**config.mk**
```make
export PLATFORM = sky130hd
export DESIGN_NAME = tetl_ram
export DESIGN_NICKNAME = d
export VERILOG_FILES = /design/src/sv/assert_macros.svh /design/src/sv/tetl_ram.sv
export SDC_FILE = /design/constraint.sdc
export NUM_CORES = 1
export LEC_CHECK = 0
export BUFFER_PORTS_ARGS = -buffer_cell sky130_fd_sc_hd__buf_2
export CAP_MARGIN = 20
export CORE_MARGIN = 2
export CORE_UTILIZATION = 35
export CTS_CLUSTER_DIAMETER = 120
export CTS_CLUSTER_SIZE = 10
export DETAILED_ROUTE_END_ITERATION = 8
export HOLD_SLACK_MARGIN = 0.12
export SLEW_MARGIN = 20
export SYNTH_ARGS = -nofsm -noshare
export SYNTH_HDL_FRONTEND = slang
export SYNTH_SLANG_ARGS = --single-unit
```
**constraint.sdc**
```tcl
create_clock -name i_clk -period 2.3 [get_ports i_clk]
set_input_delay 0.345 -clock i_clk [delete_from_list [all_inputs] [get_ports i_clk]]
set_output_delay 0.345 -clock i_clk [all_outputs]
set_load 0.02 [all_outputs]
```
**src/sv/assert_macros.svh**
```systemverilog
// ----------------------------------------------------------------------------
// Assertion macros
// Shared shorthand for the concurrent checks in the RTL.
// ----------------------------------------------------------------------------
`ifndef ASSERT_MACROS_SVH
`define ASSERT_MACROS_SVH

// A property checked on every rising edge outside reset.
`define TETL_ASSERT(label, clk, rst_n, prop, msg) \
    label: assert property (@(posedge clk) disable iff (!rst_n) prop) else $error(msg);

// An implication in the same cycle, checked outside reset.
`define TETL_ASSERT_IMPL(label, clk, rst_n, ante, cons, msg) \
    label: assert property (@(posedge clk) disable iff (!rst_n) (ante) |-> (cons)) \
        else $error(msg);

`endif

```
**src/sv/tetl_ram.sv**
```systemverilog
// ----------------------------------------------------------------------------
// Generic synchronous RAM
// One write port and one read port, read data registered.
// ----------------------------------------------------------------------------
module tetl_ram #(
    parameter int  WIDTH = 8,
    parameter int  DEPTH = 16,
    localparam int AW    = (DEPTH > 1) ? $clog2(DEPTH) : 1
) (
    input  logic             i_clk,
    input  logic             i_we,
    input  logic [AW-1:0]    i_waddr,
    input  logic [WIDTH-1:0] i_wdata,
    input  logic [AW-1:0]    i_raddr,
    output logic [WIDTH-1:0] o_rdata
);

    logic [WIDTH-1:0] r_mem [DEPTH];
    logic [WIDTH-1:0] r_rdata;

    always_ff @(posedge i_clk) begin
        if (i_we) begin
            r_mem[i_waddr] <= i_wdata;
        end
        r_rdata <= r_mem[i_raddr];
    end

    assign o_rdata = r_rdata;

endmodule

```
==> impl_metrics.py <==
metrics = {
    "worst_setup_path": {
        "rr_worst_depth": 3,
        "critPathTopFamily": "multiplexers",
        "reg2reg_setup_slack_ns": 0.85,
        "crit_cells": 5,
        "cp-end-kind": "register",
        "cp_cell_sequence": "buf_2, buf_12, mux4_1, a22oi_1, nand2_1",
        "r2r_start": "r_mem[1][1]$_DFFE_PP_",
        "cp_max_fo": 11,
        "max_stage_delay_ns": 0.57,
        "worst-path-buf-inv": 2,
        "startpoint_type": "input pin",
        "crit_arrival_ns": 1.86,
        "cp.required_ns": 2.59,
        "r2r-end": "o_rdata[1]$_DFF_P_",
        "critPathKind": "in2reg",
        "cp_slowest_cell": "mux4_1",
    },
    "power": {
        "irDropWorstVdd_v": 0.000843,
        "p_seq_share_pct": 48.3,
        "power_density_nw_per_um2": 931,
        "pwr-share-comb_pct": 4.9,
        "swShare_pct": 20.1,
        "p_sw_uw": 1160,
        "power.total_uw": 5780,
        "clockPowerShare_pct": 46.9,
        "internal-power_uw": 4610,
        "leakage_uw": 0.00209,
    },
    "layout": {
        "area_delta_synth_final_pct": 20.6,
        "multi_input_area_sq_um": 1060,
        "drive_gt1_share_pct": 31.8,
        "fillers": 1269,
        "final_cells": 480,
        "num_antenna_cells": 0,
        "regArea_sq_um": 4000,
        "final_common_cell": "edfxtp_1",
        "nets": 302,
        "final_cell_mix": "edfxtp_1, buf_2, mux4_2, buf_4, clkbuf_16",
        "fin_util_pct": 43.0,
    },
    "sta": {
        "worst_slack_ns": 0.730,
        "hold_violations": 0,
        "slew-limit-headroom_pct": 52.8,
        "finalSetupViolCount": 0,
        "fin_setup_tns_ns": 0,
        "slew_violations": 0,
        "rsz0062_at_grt": "no",
        "period_minus_slack_ns": 1.57,
        "max_clock_freq_mhz": 637,
        "tightestPinTransition_ns": 0.706,
        "finClkSkew_ns": 0.00603,
        "period_share_pct": 68.3,
    },
    "cts": {
        "htreeDepth": 4,
        "cts.hold.buffers_added": 0,
        "numCtsBuffers": 17,
        "max-clock-path-buffers": 2,
        "cts_sinks": 136,
        "clk_pin_slew_worst_paths_ns": 0.06,
        "cts_setup_buffers": 0,
        "cts.repair.resized": 0,
        "cts-root-buf": "clkbuf_16",
        "cts_tree": "built",
        "insertion_delay_ns": 0.40,
    },
    "global_route": {
        "overflow": 0,
        "grt_usage_pct": 13.8,
        "grt_max_degree": 33,
        "first_global_vias": 2574,
        "grt_pass1_wl_microns": 15900,
        "antenna_found_initial": 0,
    },
    "hold_path": {
        "hold_end": "r_mem[0][6]$_DFFE_PP_",
        "min_path_cells": 1,
        "hold_start": "i_wdata[6]",
        "min_path_type": "in2reg",
    },
    "logic_synthesis": {
        "yosysSeqAreaShare_pct": 77.8,
        "ys_warn_count": 0,
        "yosys-top-cells-area": "edfxtp_1, mux4_2, mux4_1",
        "ys_ff_latch": 136,
        "syn_inst": 229,
        "ys_types": 19,
        "synth_top_area_cell": "edfxtp_1",
        "synth_fp_nets": 247,
        "syn_avg_cell_area_sq_um": 22.5,
        "syn-cell-area_sq_um": 5150,
        "synth.top_cell.area_share_pct": 74.7,
    },
    "detailed_routing": {
        "met3_length_microns": 448,
        "via_per_inst": 5.12,
        "firstDrtPassIters": 4,
        "ant_nets": 0,
        "dr_wl_met2_microns": 4860,
        "drc": 0,
        "met1Wirelength_microns": 4900,
        "drtIter0Drc": 224,
        "maxUsedRoutingLayer": "met4",
        "wl_per_cell_microns": 21.4,
        "vias": 2457,
        "routed_wl_microns": 10300,
    },
    "placed_design": {
        "dp_cells": 449,
        "port_buffers": 25,
        "globalplace.congestion": 0.724,
        "preCtsSetupSlack_ns": 0.274,
        "hpwlAfterDp_microns": 6540,
    },
    "floorplanning": {
        "rows": 44,
        "coreArea_sq_um": 14400,
        "dieWidth_microns": 125,
        "initial_utilization_pct": 35.7,
        "die_h_microns": 125,
        "ios": 26,
        "die_area_sq_um": 15700,
    },
    "status": {
        "status": "finished clean",
    },
    "job": {
        "drv_cap": 0,
    },
}
==> cell families after synthesis <==
group	share of synthesized area (%)
compound gates	2.33
buf+inv	1.68
flops	77.8
mux	15.0
simple gates	3.18
==> synth_stat cells <==
| cell | n |
|---|---|
| edfxtp_1 | 128 |
| mux4_2 | 18 |
| a22oi_1 | 16 |
| mux4_1 | 14 |
| nor2_1 | 13 |
| nand2_1 | 9 |
| dfxtp_1 | 8 |
| nor3_1 | 4 |
| buf_2 | 3 |
| buf_6 | 3 |
| clkdlybuf4s25_2 | 3 |
| nand2b_1 | 2 |
| nand3b_1 | 2 |
| and2_1 | 1 |
| and2b_1 | 1 |
| buf_4 | 1 |
| nand3_1 | 1 |
| nor2b_1 | 1 |
| or3b_2 | 1 |
==> cell type report <==
class                           count  area share (%)
Clock buffer                       20            7.19
Clock inverter                     11            2.42
Multi-Input combinational cell     83            17.0
Sequential cell                   136            64.5
Tap cell                          184            3.71
Timing Repair Buffer               46            5.16
==> flip-flops by register name, indices dropped and copies added, names as in the netlist <==
name / count
r_mem: 128
o_rdata: 8
==> through the flow <==
stage | area (sq um) | hold WS [ns]
5_1_grt | 6210 | 0.329
3_3_place_gp | 5610 | 0.654
4_1_cts | 6210 | 0.315
6_report | 6210 | 0.327
2_1_floorplan | 5150 | 0.444
3_5_place_dp | 5610 | 0.659
==> power groups by stage <==
stage	sequential (uW)	clock, uW	combinational (uW)
finish	2790	2710	281
global route	2790	2860	305
CTS	2790	2750	287
detailed placement	2840	0	286
global placement	2840	0	279
floorplan	2850	0	141
==> worst max path at each step <==
stage / endpoint / slack, ns / from
floorplan: r_mem[0][0]$_DFFE_PP_ / 0.46 / i_waddr[2]
global placement: o_rdata[5]$_DFF_P_ / 0.31 / i_raddr[0]
detailed placement: o_rdata[5]$_DFF_P_ / 0.27 / i_raddr[0]
CTS: o_rdata[5]$_DFF_P_ / 0.70 / i_raddr[0]
global route: o_rdata[5]$_DFF_P_ / 0.65 / i_raddr[0]
finish: o_rdata[1]$_DFF_P_ / 0.73 / i_raddr[0]
==> routing by layer <==
metal  global-route usage [%]  vias to the layer above
met1                     19.7                     1297
li1                         -                     1084
met4                     4.31                        0
met3                     3.85                        6
met5                        0                        -
met2                     20.9                       70
Power figures use the tool's default switching activity.
